File: src/sv/tagged_byte_packet_deframer_macros.svh
// Assertion macros for the tagged byte packet deframer.
// Expects a clock named clk and an active-low reset named rst_n in scope.
`ifndef TAGGED_BYTE_PACKET_DEFRAMER_MACROS_SVH
`define TAGGED_BYTE_PACKET_DEFRAMER_MACROS_SVH

// Condition must never hold outside reset.
`define TBPD_NEVER(lbl, cond) \
  lbl: assert property (@(posedge clk) disable iff (!rst_n) !(cond)) \
    else $error("tbpd: forbidden condition seen");

// Trigger implies the consequence in the next cycle.
`define TBPD_NEXT(lbl, trig, cons) \
  lbl: assert property (@(posedge clk) disable iff (!rst_n) (trig) |=> (cons)) \
    else $error("tbpd: expected follow-up missing");

`endif

File: src/sv/tbpd_pkg.sv
// Shared types and constants for the tagged byte packet deframer.
// No dependencies.
package tbpd_pkg;

  localparam int MAX_PACKET_LEN_DEF = 64;

  localparam logic [7:0]  MARK_STAMP_HI = 8'hC8;
  localparam logic [7:0]  MARK_STAMP_LO = 8'hC9;
  localparam logic [7:0]  MARK_CAP_CLR  = 8'hC5;
  localparam logic [7:0]  MARK_CAP_WORD = 8'hC6;
  localparam logic [7:0]  MARK_SKIP_A   = 8'hC1;
  localparam logic [7:0]  MARK_SKIP_B   = 8'hC2;
  localparam logic [15:0] FRAME_SYNC    = 16'hFFFF;

  localparam logic [1:0]  KIND_WORD  = 2'd0;
  localparam logic [1:0]  KIND_STAMP = 2'd1;
  localparam logic [1:0]  KIND_DIFF  = 2'd2;

  typedef enum logic [1:0] {
    OP_PUSH,
    OP_STAMP,
    OP_DIFF
  } op_t;

  typedef struct packed {
    op_t         op;
    logic [31:0] val;
  } q_entry_t;

  typedef enum logic [2:0] {
    B_IDLE,
    B_SCAN,
    B_HEAD,
    B_LEN,
    B_XOR,
    B_EMIT
  } back_state_t;

endpackage

File: src/sv/tbpd_ram.sv
// Generic single-write, single-read RAM with registered read data.
// No dependencies.
module tbpd_ram #(
  parameter int WIDTH = 16,
  parameter int DEPTH = 128,
  parameter int AW    = $clog2(DEPTH)
) (
  input  logic             clk,
  input  logic             we,
  input  logic [AW-1:0]    waddr,
  input  logic [WIDTH-1:0] wdata,
  input  logic             re,
  input  logic [AW-1:0]    raddr,
  output logic [WIDTH-1:0] rdata
);

  logic [WIDTH-1:0] mem [DEPTH];
  logic [WIDTH-1:0] rdata_r;

  always_ff @(posedge clk) begin
    if (we) begin
      mem[waddr] <= wdata;
    end
    if (re) begin
      rdata_r <= mem[raddr];
    end
  end

  assign rdata = rdata_r;

endmodule

File: src/sv/tbpd_front.sv
// Front end: byte tag sequencing, word assembly, word counting and control markers.
// Depends on tbpd_pkg; pushes actions into the decoupling queue.
module tbpd_front (
  input  logic               clk,
  input  logic               rst_n,
  input  logic               in_valid,
  output logic               in_stall,
  input  logic [7:0]         in_byte,
  output logic               q_push,
  output tbpd_pkg::q_entry_t q_data,
  input  logic               q_full
);

  logic [1:0]  exp_tag_r, exp_tag_nxt;
  logic [17:0] partial_r, partial_nxt;
  logic [31:0] total_r, total_nxt;
  logic [15:0] stamp_hi_r, stamp_hi_nxt;
  logic        stamp_v_r, stamp_v_nxt;
  logic [2:0]  cap_idx_r, cap_idx_nxt;
  logic [15:0] cap_r [4];
  logic        cap_we;

  logic        accept;
  logic [1:0]  tag;
  logic [5:0]  payload;
  logic [23:0] word;
  logic [7:0]  marker;
  logic [15:0] low;

  assign in_stall = q_full;
  assign accept   = in_valid && !in_stall;
  assign tag      = in_byte[7:6];
  assign payload  = in_byte[5:0];
  assign word     = {partial_r, payload};
  assign marker   = word[23:16];
  assign low      = word[15:0];

  always_comb begin
    exp_tag_nxt  = exp_tag_r;
    partial_nxt  = partial_r;
    total_nxt    = total_r;
    stamp_hi_nxt = stamp_hi_r;
    stamp_v_nxt  = stamp_v_r;
    cap_idx_nxt  = cap_idx_r;
    cap_we       = 1'b0;
    q_push       = 1'b0;
    q_data.op    = tbpd_pkg::OP_PUSH;
    q_data.val   = {16'd0, low};
    if (accept) begin
      if (tag == 2'd0) begin
        partial_nxt = {12'd0, payload};
        exp_tag_nxt = 2'd1;
      end else if (tag == exp_tag_r) begin
        partial_nxt = {partial_r[11:0], payload};
        if (tag == 2'd3) begin
          exp_tag_nxt = 2'd0;
          total_nxt   = total_r + 32'd1;
          if (word[23:22] == 2'd3) begin
            unique case (marker) inside
              tbpd_pkg::MARK_STAMP_HI: begin
                stamp_hi_nxt = low;
                stamp_v_nxt  = 1'b1;
              end
              tbpd_pkg::MARK_STAMP_LO: begin
                if (stamp_v_r) begin
                  q_push      = 1'b1;
                  q_data.op   = tbpd_pkg::OP_STAMP;
                  q_data.val  = {stamp_hi_r, low};
                  stamp_v_nxt = 1'b0;
                end
              end
              tbpd_pkg::MARK_CAP_CLR: cap_idx_nxt = 3'd0;
              tbpd_pkg::MARK_CAP_WORD: begin
                if (cap_idx_r < 3'd4) begin
                  cap_we      = 1'b1;
                  cap_idx_nxt = cap_idx_r + 3'd1;
                  if (cap_idx_r == 3'd3) begin
                    // Fourth word completes the capture: report the difference.
                    q_push     = 1'b1;
                    q_data.op  = tbpd_pkg::OP_DIFF;
                    q_data.val = {cap_r[0], cap_r[1]} - {cap_r[2], low} - total_nxt;
                  end
                end
              end
              tbpd_pkg::MARK_SKIP_A, tbpd_pkg::MARK_SKIP_B: ;
              default: q_push = 1'b1;
            endcase
          end
        end else begin
          exp_tag_nxt = tag + 2'd1;
        end
      end else begin
        exp_tag_nxt = 2'd0;
      end
    end
  end

  always_ff @(posedge clk) begin
    if (!rst_n) begin
      exp_tag_r  <= 2'd0;
      partial_r  <= 18'd0;
      total_r    <= 32'd0;
      stamp_hi_r <= 16'd0;
      stamp_v_r  <= 1'b0;
      cap_idx_r  <= 3'd0;
      for (int i = 0; i < 4; i++) begin
        cap_r[i] <= 16'd0;
      end
    end else begin
      exp_tag_r  <= exp_tag_nxt;
      partial_r  <= partial_nxt;
      total_r    <= total_nxt;
      stamp_hi_r <= stamp_hi_nxt;
      stamp_v_r  <= stamp_v_nxt;
      cap_idx_r  <= cap_idx_nxt;
      if (cap_we) begin
        cap_r[cap_idx_r[1:0]] <= low;
      end
    end
  end

endmodule

File: src/sv/tbpd_queue.sv
// Two-entry action queue between the front end and the packet back end.
// Depends on tbpd_pkg for the entry type.
module tbpd_queue (
  input  logic               clk,
  input  logic               rst_n,
  input  logic               push,
  input  tbpd_pkg::q_entry_t push_data,
  output logic               full,
  input  logic               pop,
  output tbpd_pkg::q_entry_t pop_data,
  output logic               empty
);

  tbpd_pkg::q_entry_t slot_r [2];
  logic       wr_ptr_r, rd_ptr_r;
  logic [1:0] count_r;

  assign full     = (count_r == 2'd2);
  assign empty    = (count_r == 2'd0);
  assign pop_data = slot_r[rd_ptr_r];

  always_ff @(posedge clk) begin
    if (push) begin
      slot_r[wr_ptr_r] <= push_data;
    end
  end

  always_ff @(posedge clk) begin
    if (!rst_n) begin
      wr_ptr_r <= 1'b0;
      rd_ptr_r <= 1'b0;
      count_r  <= 2'd0;
    end else begin
      if (push) begin
        wr_ptr_r <= !wr_ptr_r;
      end
      if (pop) begin
        rd_ptr_r <= !rd_ptr_r;
      end
      count_r <= count_r + {1'b0, push} - {1'b0, pop};
    end
  end

endmodule

File: src/sv/tbpd_back.sv
// Back end: frame buffer, packet scan sequencer and output register.
// Depends on tbpd_pkg and tbpd_ram.
module tbpd_back #(
  parameter int MAX_PACKET_LEN = tbpd_pkg::MAX_PACKET_LEN_DEF,
  parameter int DEPTH          = MAX_PACKET_LEN + 1,
  parameter int RAM_D          = 1 << $clog2(DEPTH),
  parameter int AW             = $clog2(RAM_D),
  parameter int FW             = $clog2(DEPTH + 1)
) (
  input  logic               clk,
  input  logic               rst_n,
  input  logic               q_empty,
  input  tbpd_pkg::q_entry_t q_data,
  output logic               q_pop,
  output logic [FW-1:0]      fill,
  output logic               out_valid,
  input  logic               out_stall,
  output logic [1:0]         out_result_kind,
  output logic [31:0]        out_result_value,
  output logic               out_is_last
);

  localparam logic [8:0] MAX_LEN9 = 9'(MAX_PACKET_LEN);

  tbpd_pkg::back_state_t state_r, state_nxt;
  logic [AW-1:0] head_r, head_nxt;
  logic [FW-1:0] fill_r, fill_nxt;
  logic [7:0]    idx_r, idx_nxt;
  logic [7:0]    len_r, len_nxt;
  logic [15:0]   par_r, par_nxt;

  logic          out_valid_r, out_valid_nxt;
  logic [1:0]    kind_r;
  logic [31:0]   value_r;
  logic          last_r;

  logic          load;
  logic [1:0]    ld_kind;
  logic [31:0]   ld_value;
  logic          ld_last;
  logic          out_can;

  logic          we, re;
  logic [AW-1:0] waddr, raddr;
  logic [15:0]   rdata;
  logic [15:0]   par_step;
  logic [8:0]    len_in9, len_r9p1;

  tbpd_ram #(.WIDTH(16), .DEPTH(RAM_D), .AW(AW)) u_buf (
    .clk   (clk),
    .we    (we),
    .waddr (waddr),
    .wdata (q_data.val[15:0]),
    .re    (re),
    .raddr (raddr),
    .rdata (rdata)
  );

  assign out_can  = !out_valid_r || !out_stall;
  assign par_step = par_r ^ rdata;
  assign len_in9  = {1'b0, rdata[7:0]};
  assign len_r9p1 = {1'b0, len_r} + 9'd1;
  assign fill     = fill_r;

  always_comb begin
    state_nxt = state_r;
    head_nxt  = head_r;
    fill_nxt  = fill_r;
    idx_nxt   = idx_r;
    len_nxt   = len_r;
    par_nxt   = par_r;
    q_pop     = 1'b0;
    we        = 1'b0;
    waddr     = head_r + AW'(fill_r);
    re        = 1'b0;
    raddr     = head_r;
    load      = 1'b0;
    ld_kind   = tbpd_pkg::KIND_WORD;
    ld_value  = q_data.val;
    ld_last   = 1'b1;
    unique case (state_r)
      tbpd_pkg::B_IDLE: begin
        if (!q_empty) begin
          if (q_data.op == tbpd_pkg::OP_PUSH) begin
            q_pop     = 1'b1;
            we        = 1'b1;
            fill_nxt  = fill_r + FW'(1);
            state_nxt = tbpd_pkg::B_SCAN;
          end else if (out_can) begin
            q_pop   = 1'b1;
            load    = 1'b1;
            ld_kind = (q_data.op == tbpd_pkg::OP_STAMP) ? tbpd_pkg::KIND_STAMP
                                                        : tbpd_pkg::KIND_DIFF;
          end
        end
      end
      tbpd_pkg::B_SCAN: begin
        if (fill_r == '0) begin
          state_nxt = tbpd_pkg::B_IDLE;
        end else begin
          re        = 1'b1;
          state_nxt = tbpd_pkg::B_HEAD;
        end
      end
      tbpd_pkg::B_HEAD: begin
        if (rdata == tbpd_pkg::FRAME_SYNC) begin
          if (fill_r < FW'(2)) begin
            state_nxt = tbpd_pkg::B_IDLE;
          end else begin
            re        = 1'b1;
            raddr     = head_r + AW'(1);
            state_nxt = tbpd_pkg::B_LEN;
          end
        end else begin
          head_nxt  = head_r + AW'(1);
          fill_nxt  = fill_r - FW'(1);
          state_nxt = tbpd_pkg::B_SCAN;
        end
      end
      tbpd_pkg::B_LEN: begin
        if (len_in9 >= 9'd2 && len_in9 <= MAX_LEN9) begin
          if (9'(fill_r) < len_in9 + 9'd1) begin
            state_nxt = tbpd_pkg::B_IDLE;
          end else begin
            idx_nxt   = 8'd1;
            len_nxt   = rdata[7:0];
            par_nxt   = 16'd0;
            re        = 1'b1;
            raddr     = head_r + AW'(1);
            state_nxt = tbpd_pkg::B_XOR;
          end
        end else begin
          head_nxt  = head_r + AW'(1);
          fill_nxt  = fill_r - FW'(1);
          state_nxt = tbpd_pkg::B_SCAN;
        end
      end
      tbpd_pkg::B_XOR: begin
        if (idx_r == len_r) begin
          if (par_step == 16'd0) begin
            idx_nxt   = 8'd1;
            re        = 1'b1;
            raddr     = head_r + AW'(1);
            state_nxt = tbpd_pkg::B_EMIT;
          end else begin
            head_nxt  = head_r + AW'(1);
            fill_nxt  = fill_r - FW'(1);
            state_nxt = tbpd_pkg::B_SCAN;
          end
        end else begin
          par_nxt = par_step;
          idx_nxt = idx_r + 8'd1;
          re      = 1'b1;
          raddr   = head_r + idx_r[AW-1:0] + AW'(1);
        end
      end
      tbpd_pkg::B_EMIT: begin
        if (out_can) begin
          load     = 1'b1;
          ld_kind  = tbpd_pkg::KIND_WORD;
          ld_value = {16'd0, rdata};
          ld_last  = (idx_r == len_r - 8'd1);
          if (idx_r == len_r - 8'd1) begin
            // Drop sync, length and body in one step.
            head_nxt  = head_r + AW'(len_r9p1);
            fill_nxt  = fill_r - FW'(len_r9p1);
            state_nxt = tbpd_pkg::B_SCAN;
          end else begin
            idx_nxt = idx_r + 8'd1;
            re      = 1'b1;
            raddr   = head_r + idx_r[AW-1:0] + AW'(1);
          end
        end
      end
      default: state_nxt = tbpd_pkg::B_IDLE;
    endcase
  end

  always_comb begin
    if (load) begin
      out_valid_nxt = 1'b1;
    end else begin
      out_valid_nxt = out_valid_r && out_stall;
    end
  end

  always_ff @(posedge clk) begin
    if (!rst_n) begin
      state_r     <= tbpd_pkg::B_IDLE;
      head_r      <= '0;
      fill_r      <= '0;
      out_valid_r <= 1'b0;
    end else begin
      state_r     <= state_nxt;
      head_r      <= head_nxt;
      fill_r      <= fill_nxt;
      out_valid_r <= out_valid_nxt;
    end
  end

  always_ff @(posedge clk) begin
    idx_r <= idx_nxt;
    len_r <= len_nxt;
    par_r <= par_nxt;
    if (load) begin
      kind_r  <= ld_kind;
      value_r <= ld_value;
      last_r  <= ld_last;
    end
  end

  assign out_valid        = out_valid_r;
  assign out_result_kind  = kind_r;
  assign out_result_value = value_r;
  assign out_is_last      = last_r;

endmodule

File: src/sv/tagged_byte_packet_deframer.sv
// Tagged byte packet deframer, top level.
// Input: in_valid/in_stall/in_byte, one tagged byte per transfer. Four bytes
// tagged 0,1,2,3 build a 24-bit word; an out-of-order tag drops the partial word.
// Output: out_valid/out_stall with out_result_kind, out_result_value and
// out_is_last: packet words, 32-bit timestamps and lost-word difference reports.
// Throughput: a byte is taken every cycle while the two-entry action queue has
// room. A word that lands in the frame buffer starts the scan sequencer, which
// reads the buffer RAM to drop non-sync heads, check a packet's parity over its
// length and body words, and then send the packet words while the receiver
// accepts them. The queue is not popped until the sequencer is back in idle.
// Reset (synchronous, rst_n low) clears tag tracking, counters, capture state,
// the queue and the buffer fill; buffer contents need no clearing.
// When the receiver stalls, the output register holds its result, the scan
// sequencer waits, the queue fills, and in_stall rises.
// Depends on tbpd_pkg, tbpd_front, tbpd_queue, tbpd_back and the macros header.
`include "tagged_byte_packet_deframer_macros.svh"

module tagged_byte_packet_deframer #(
  parameter int MAX_PACKET_LEN = tbpd_pkg::MAX_PACKET_LEN_DEF
) (
  input  logic        clk,
  input  logic        rst_n,
  input  logic        in_valid,
  output logic        in_stall,
  input  logic [7:0]  in_byte,
  output logic        out_valid,
  input  logic        out_stall,
  output logic [1:0]  out_result_kind,
  output logic [31:0] out_result_value,
  output logic        out_is_last
);

  localparam int DEPTH = MAX_PACKET_LEN + 1;
  localparam int FW    = $clog2(DEPTH + 1);

  logic               q_push, q_full, q_pop, q_empty;
  tbpd_pkg::q_entry_t q_in, q_out;
  logic [FW-1:0]      bk_fill;

  // Front end: assemble words and turn them into queued actions.
  tbpd_front u_front (
    .clk      (clk),
    .rst_n    (rst_n),
    .in_valid (in_valid),
    .in_stall (in_stall),
    .in_byte  (in_byte),
    .q_push   (q_push),
    .q_data   (q_in),
    .q_full   (q_full)
  );

  // Short queue so the front keeps taking bytes while the back scans.
  tbpd_queue u_queue (
    .clk       (clk),
    .rst_n     (rst_n),
    .push      (q_push),
    .push_data (q_in),
    .full      (q_full),
    .pop       (q_pop),
    .pop_data  (q_out),
    .empty     (q_empty)
  );

  // Back end: buffer words, find framed packets, drive the output register.
  tbpd_back #(.MAX_PACKET_LEN(MAX_PACKET_LEN)) u_back (
    .clk              (clk),
    .rst_n            (rst_n),
    .q_empty          (q_empty),
    .q_data           (q_out),
    .q_pop            (q_pop),
    .fill             (bk_fill),
    .out_valid        (out_valid),
    .out_stall        (out_stall),
    .out_result_kind  (out_result_kind),
    .out_result_value (out_result_value),
    .out_is_last      (out_is_last)
  );

  // The front must never push into a full queue.
  `TBPD_NEVER(a_queue_no_overflow, q_push && q_full)
  // A pushed action is visible to the back end on the next cycle.
  `TBPD_NEXT(a_push_lands, q_push, !q_empty)
  // The frame buffer never holds more than one maximal packet.
  `TBPD_NEVER(a_fill_bound, bk_fill > FW'(DEPTH))

endmodule
File: config.mk
export PLATFORM = sky130hd
export DESIGN_NAME = tagged_byte_packet_deframer
export DESIGN_NICKNAME = d
export VERILOG_FILES = /design/src/sv/tbpd_pkg.sv /design/src/sv/tbpd_ram.sv /design/src/sv/tbpd_front.sv /design/src/sv/tbpd_queue.sv /design/src/sv/tbpd_back.sv /design/src/sv/tagged_byte_packet_deframer.sv
export VERILOG_INCLUDE_DIRS = /design/src /design/src/sv
export SDC_FILE = /design/constraint.sdc
export NUM_CORES = 2
export LEC_CHECK = 0
export BUFFER_PORTS_ARGS = -buffer_cell sky130_fd_sc_hd__buf_2
export CAP_MARGIN = 10
export CORE_MARGIN = 3
export CORE_UTILIZATION = 50
export CTS_CLUSTER_SIZE = 8
export DETAILED_ROUTE_END_ITERATION = 10
export HOLD_SLACK_MARGIN = 0.12
export PLACE_DENSITY = 0.65
export SETUP_SLACK_MARGIN = 0.05
export SLEW_MARGIN = 25
export SYNTH_ARGS = -nofsm -noshare
export SYNTH_HDL_FRONTEND = slang
export SYNTH_HIERARCHICAL = 1
export SYNTH_SLANG_ARGS = --single-unit
File: constraint.sdc
create_clock -name clk -period 7.1 [get_ports clk]
set_clock_uncertainty 0.2 [all_clocks]
set_input_delay 1.065 -clock clk [delete_from_list [all_inputs] [get_ports clk]]
set_output_delay 1.065 -clock clk [all_outputs]
set_load 0.1 [all_outputs]
Yosys cells after proc, flatten, opt, wreduce, memory -nomap -nowiden
Memories as Yosys holds them, arrays and structs flattened. A register that Yosys moved wholly into a read port is not among the register bits. Cells that the tools add are included.

Reduce and logical (&&, ||, !) cells: 37. Equal/unequal tests: 34. Muxes and demuxes: 118. Magnitude comparators: 5. $add $sub $neg: 19. Bitwise gates (word level): 5.

Operators with widths (count): $mux W34 (7); $mux W7 (22); $pmux W34 S2 (1); $mux W16 (4); $mux W32 (2); $sub A32 B32 Y32 (2); $pmux W7 S4 (2); $eq A8 B8 Y1 const B (6); $mux W8 (6); $mux W1 (45); $mux W18 (2); $pmux W7 S5 (1); $mux W33 (1); $add A32 B1 Y32 const B (1); $pmux W16 S2 (1); $add A7 B1 Y7 const B (4); $mux W3 (9); $pmux W8 S3 (1); $add A7 B7 Y7 (3); $pmux W3 S6 (1); $reduce_and A6 Y1 (3); $eq A16 B16 Y1 const B (1); $eq A8 B8 Y1 (2); $logic_not A16 Y1 (1); other kinds (48) (90).

Memory bits (writable): 2180. Memories kept: 3. Register bits: 161. Logic and storage cells: 240. Output and inout port bits: 37.

Memories: u_back.u_buf.mem (depth 128, bits a word 16, rd ports 1, clocked after memory_dff 1, write ports 1, RTL line tbpd_ram.sv:17) `logic [WIDTH-1:0] mem [DEPTH];`; u_queue.slot_r (depth 2, bits a word 34, rd ports 1, clocked after memory_dff 1, write ports 1, RTL line tbpd_queue.sv:14) `tbpd_pkg::q_entry_t slot_r [2];`; u_front.cap_r (depth 4, bits a word 16, rd ports 3, clocked after memory_dff 0, write ports 4, RTL line tbpd_front.sv:20) `logic [15:0] cap_r [4];`.

Depth between registers and ports, before layout
Depth after elaboration: 13. Mapped depth: 19. Mapped depth without buffers: 17.

Modules after synthesis
Netlist, hierarchy kept.

Modules (own cells, without submodules): tbpd_ram (seq. area each 61979.4 sq um, cells each 3086, instances 1, area each 78680.5 sq um); tbpd_front (seq. area each 2882.8 sq um, cells each 904, instances 1, area each 8040.2 sq um); tbpd_back (seq. area each 2372.3 sq um, cells each 552, instances 1, area each 5589.1 sq um); tbpd_queue (seq. area each 2142.1 sq um, cells each 127, instances 1, area each 2834.0 sq um).

Least setup slack after synthesis
No wires, ideal clock.

Kind: reg2reg. From: reg u_back.u_buf.rdata_r[0] (netlist: u_back/u_buf/rdata[0]), read port of u_back.u_buf.mem. To: reg u_back.u_buf.rdata_r[0] (netlist: u_back/u_buf/rdata[0]), read port of u_back.u_buf.mem, data pin. Stages on the path, launching flop included: 20. Library setup time: 0.260 ns. Arrival time: 4.966 ns. Setup slack: 1.674 ns. Required time: 6.640 ns. Cells stage by stage: edfxtp_1 -> ha_1 -> and3_1 -> and3_1 -> xnor2_1 -> ha_1 -> nand2_1 -> nor2_1 -> a2111oi_0 -> nor2_1 -> o211ai_1 -> or2_2 -> a211o_1 -> clkbuf_1 -> clkbuf_1 -> buf_1 -> mux4_2 -> mux4_2 -> mux4_2 -> mux2_2.

Word-level cells in the longest chain between the ends: 5. Elaborated cells between the ends (all ways): 20. Classes of those cells: 1 x add/sub; 3 x order compare; 1 x eq/ne; 12 x mux; 1 x bitwise; 2 x reduce/logical.

Ends and longest elaborated chain: start: declaration (RTL line tbpd_ram.sv:18) `logic [WIDTH-1:0] rdata_r;`; $add A8 B1 Y9 / $xor A16 B16 Y16 (equally long branches) (RTL line tbpd_back.sv:122, tbpd_back.sv:60); $lt A7 B9 Y1 / $logic_not A16 Y1 (equally long branches) (RTL line tbpd_back.sv:122, tbpd_back.sv:140); $mux W7 (on tied branches) (RTL line tbpd_back.sv:122, tbpd_back.sv:140); $mux W7 (on tied branches) (RTL line tbpd_back.sv:121, tbpd_back.sv:139); $pmux W7 S4 * (RTL line tbpd_back.sv:81) `unique case (state_r)`; named net u_back.raddr[2] (RTL line tbpd_back.sv:44) `logic [AW-1:0] waddr, raddr;`.

Mark *: on every way through the listed nets, which the timed path passes. The rest lies on a longest branch. A chain may end at the register's enable or synchronous reset.

Worst setup path in the final report
From: reg u_back.u_buf.rdata_r[1] (netlist: u_back/u_buf/rdata[1]), read port of u_back.u_buf.mem. To: reg u_back.u_buf.rdata_r[3] (netlist: u_back/u_buf/rdata[3]), read port of u_back.u_buf.mem, data pin.

The elaborated chain is that of the path after synthesis.

==> impl_metrics.json <==
{
  "synthesis.area_um2": 95100,
  "grt_start_max_net_pins": 112,
  "end_kind": "flop",
  "power_frac_clock_pct": 47.8,
  "cts-root-buf": "clkbuf_16",
  "route.detailed.drc": 0,
  "slew_headroom_pct": 27.9,
  "startpoint_type": "flop",
  "power.internal_w": 0.0237,
  "p_switching_w": 0.00557,
  "cp_data_arrival_time_ps": 7030,
  "initial_utilization_pct": 50.5,
  "period_needed_ps": 6590,
  "grt_overflow": 0,
  "coreArea_um2": 188000,
  "syn_nets": 4792,
  "yosys_warnings": 6,
  "nNetsFinal": 5198,
  "placementRows": 159,
  "drive_gt1_share_pct": 28.3,
  "cts-buffers-inserted": 343,
  "synth-async-reset-ratio_pct": 0,
  "clkLatencyLatePin_ps": 910,
  "seq_power_share_pct": 51.1,
  "grt_use_total_pct": 24.3,
  "syn_avg_cell_area_um2": 20.4,
  "grt_pass1_vias": 48100,
  "wire_per_inst_um": 31.0,
  "htree_levels": 5,
  "power_frac_comb_pct": 1.1,
  "power_density_nw_per_um2": 268,
  "nFillCells": 13500,
  "min_path_type": "flop to flop",
  "layout.cells.non_filler": 7647,
  "setup_total_negative_slack_ps": 0,
  "die_w_um": 442,
  "finalSetupViolations": 0,
  "crit_fanout": 30,
  "vias_per_cell": 6.29,
  "dpl.cell_count": 7222,
  "cts_buffer_depth": 4,
  "swShare_pct": 19.0,
  "synth_edf_count": 2247,
  "postCtsSetupBuffers": 0,
  "ant_nets": 0,
  "yosysSeqAreaShare_pct": 72.9,
  "areaGrowthSynthToFinish_pct": 14.7,
  "die_h_um": 442,
  "criticalPathCategory": "flop to flop",
  "tightest_slew_ps": 1080,
  "max_freq_mhz": 152,
  "synth.distinct_cells": 90,
  "drtIter0Drc": 5869,
  "totalWireLength_mm": 237,
  "finalCritPeriodShare_pct": 92.9,
  "portBuffers": 48,
  "antenna_found_initial": 13,
  "ys_ff_latch": 2342,
  "cts.repair.resized": 0,
  "die_area_um2": 196000,
  "hold_buffers": 0,
  "first_pass_iters": 6,
  "multiInputGateArea_um2": 24600,
  "irDropWorstVdd_mv": 0.190,
  "grt_pass1_wl_mm": 344,
  "slew_violations": 0,
  "p_leak_nw": 33.8,
  "clock-sinks": 2342,
  "routed-via-count": 48100,
  "netlist_instances": 4669,
  "cts_tree": "built",
  "status": "finished clean",
  "rsz0062_at_grt": "no",
  "finalHoldViolCount": 0,
  "gp_congestion": 0.864,
  "post-dp-hpwl_mm": 139,
  "pin_count": 49,
  "cap_viol_max_count": 0,
  "ys.flop_type": "edfxtp_1",
  "clk_pin_slew_ps": 50,
  "cp.required_ps": 7540,
  "ff_latch_area_um2": 69400
}
==> cells by family (layout without fill, tap and decap cells) <==
logic type	count (synthesis)	count (layout)	synth area share (%)
adder cells (fa/ha/maj)	111	111	1.74
other	0	3	0
flip-flops	2342	2342	72.9
AND/OR/NAND/NOR	708	708	3.63
AO/OA/AOI/OAI	305	305	2.03
multiplexers	742	742	16.8
XOR/XNOR	151	151	1.40
buffers and inverters	310	790	1.43
==> critical path: stages (launching register included) <==
cell and delay, ps:
edfxtp_1 510, ha_1 270, and3_1 210, and3_1 230, xnor2_1 140, ha_1 340, nand4_1 120, a21oi_1 150
a2111oi_0 110, or3_1 420, o211a_1 260, o221ai_4 590, buf_16 230, buf_12 190, buf_12 270, mux4_2 560
mux4_2 530, mux4_2 570, mux2_2 360
==> cell usage after synthesis, types with 16 or more instances <==
library cell,number,area [µm²]
buf_2,56,280
nor4_1,22,138
nor2_1,262,983
a21o_1,22,165
ha_1,76,951
xor2_1,68,596
xnor2_1,82,718
or3_1,18,113
edfxtp_1,2247,67500
a22oi_1,16,120
and3_1,19,119
dfxtp_1,95,1900
nand2b_1,18,113
clkbuf_1,136,510
nor2b_1,23,144
fa_1,35,701
mux2_2,36,405
mux4_2,672,15100
mux2_4,30,450
inv_1,76,285
nor3_1,34,170
and2_1,63,394
a21oi_1,104,521
nand3_1,55,275
nand4_1,21,131
buf_1,26,97.6
nand2_1,132,495
o21ai_0,63,315
==> power groups by stage <==
stage          Clock (W)  Sequential [W]  Combinational (W)
2_1_floorplan          0          0.0152           0.000223
3_3_place_gp           0          0.0152           0.000307
3_5_place_dp           0          0.0152           0.000308
4_1_cts           0.0143          0.0150           0.000311
5_1_grt           0.0148          0.0150           0.000345
6_report          0.0140          0.0150           0.000312
==> metrics by stage <==
stage / util [%] / hold WS (ps) / setup WS, ps / instance area (µm²) / total power (W)
6_report: 57.9 / 253 / 507 / 109000 / 0.0293
5_1_grt: 57.9 / 270 / 258 / 109000 / 0.0301
4_1_cts: 57.9 / 255 / 472 / 109000 / 0.0296
3_5_place_dp: 53.1 / 248 / 509 / 100000 / 0.0155
3_3_place_gp: 53.0 / 243 / 360 / 99900 / 0.0155
2_1_floorplan: - / 224 / 1670 / 95100 / 0.0154
==> per-layer routing <==
metal  share of wire [%]  track usage (%)
met5               0.017                0
met4                 3.0             7.67
met3                 8.9             4.40
met2                  48             37.9
met1                  40             35.4
==> placed cells by master (no fill, tap or decap), types with 6 or more instances in the layout <==
cell,count
a31oi_1,10
mux2_4,33
dfxtp_1,94
ha_1,76
a21o_1,22
nand2b_1,18
and3_1,19
nor2_1,249
mux4_2,672
xor2_1,68
clkbuf_16,348
nor2_2,12
a22oi_1,16
inv_1,76
clkbuf_1,61
buf_12,37
xnor2_1,81
o211ai_1,7
nand4_1,21
fa_1,35
nand2_1,132
or3_1,18
o21ai_0,61
edfxtp_1,2247
a21oi_1,104
nand3_1,53
o21bai_1,7
mux2_2,33
nor2b_1,22
buf_4,197
and2_1,63
a22o_1,13
nor4_1,22
nor3_1,25
a311oi_1,7
buf_6,6
a211oi_1,10
nor3_2,10
buf_2,48
==> flip-flops by register name, indices dropped and copies added, names as in the netlist, 7 cells and up, named ones only <==
signal / count
u_back/out_result_value: 32
u_back/fill: 7
u_back/head_r: 7
u_front/cap_r: 48
u_front/stamp_hi_r: 16
u_front/total_r: 32
u_back/u_buf/rdata: 16
u_queue/slot_r: 68
u_front/partial_r: 18
u_back/idx_r: 8
u_back/u_buf/mem: 2048
u_back/len_r: 8
u_back/par_r: 16
==> area by class of cell <==
type | count | area share, %
inverters | 77 | 0.265
clock inverters | 10 | 0.107
well taps | 2495 | 2.86
repair buffers | 294 | 2.46
diodes | 3 | 0.00688
flip-flops and latches | 2342 | 63.6
clock buffers | 409 | 8.19
multi-input cells | 2017 | 22.5
==> path summary, 6_finish.rpt <==
kind,from,endpoint,slack (ps),cells after the start
worst min-delay path,u_front/stamp_hi_r[9],u_front/stamp_hi_r[9],250,2
worst max-delay path,u_back/u_buf/rdata[1],u_back/u_buf/rdata[3],510,18
worst min register to register,u_front/stamp_hi_r[9],u_front/stamp_hi_r[9],250,2
worst max register to register,u_back/u_buf/rdata[1],u_back/u_buf/rdata[3],510,18
Note: power is estimated with default switching activity, not from simulation.
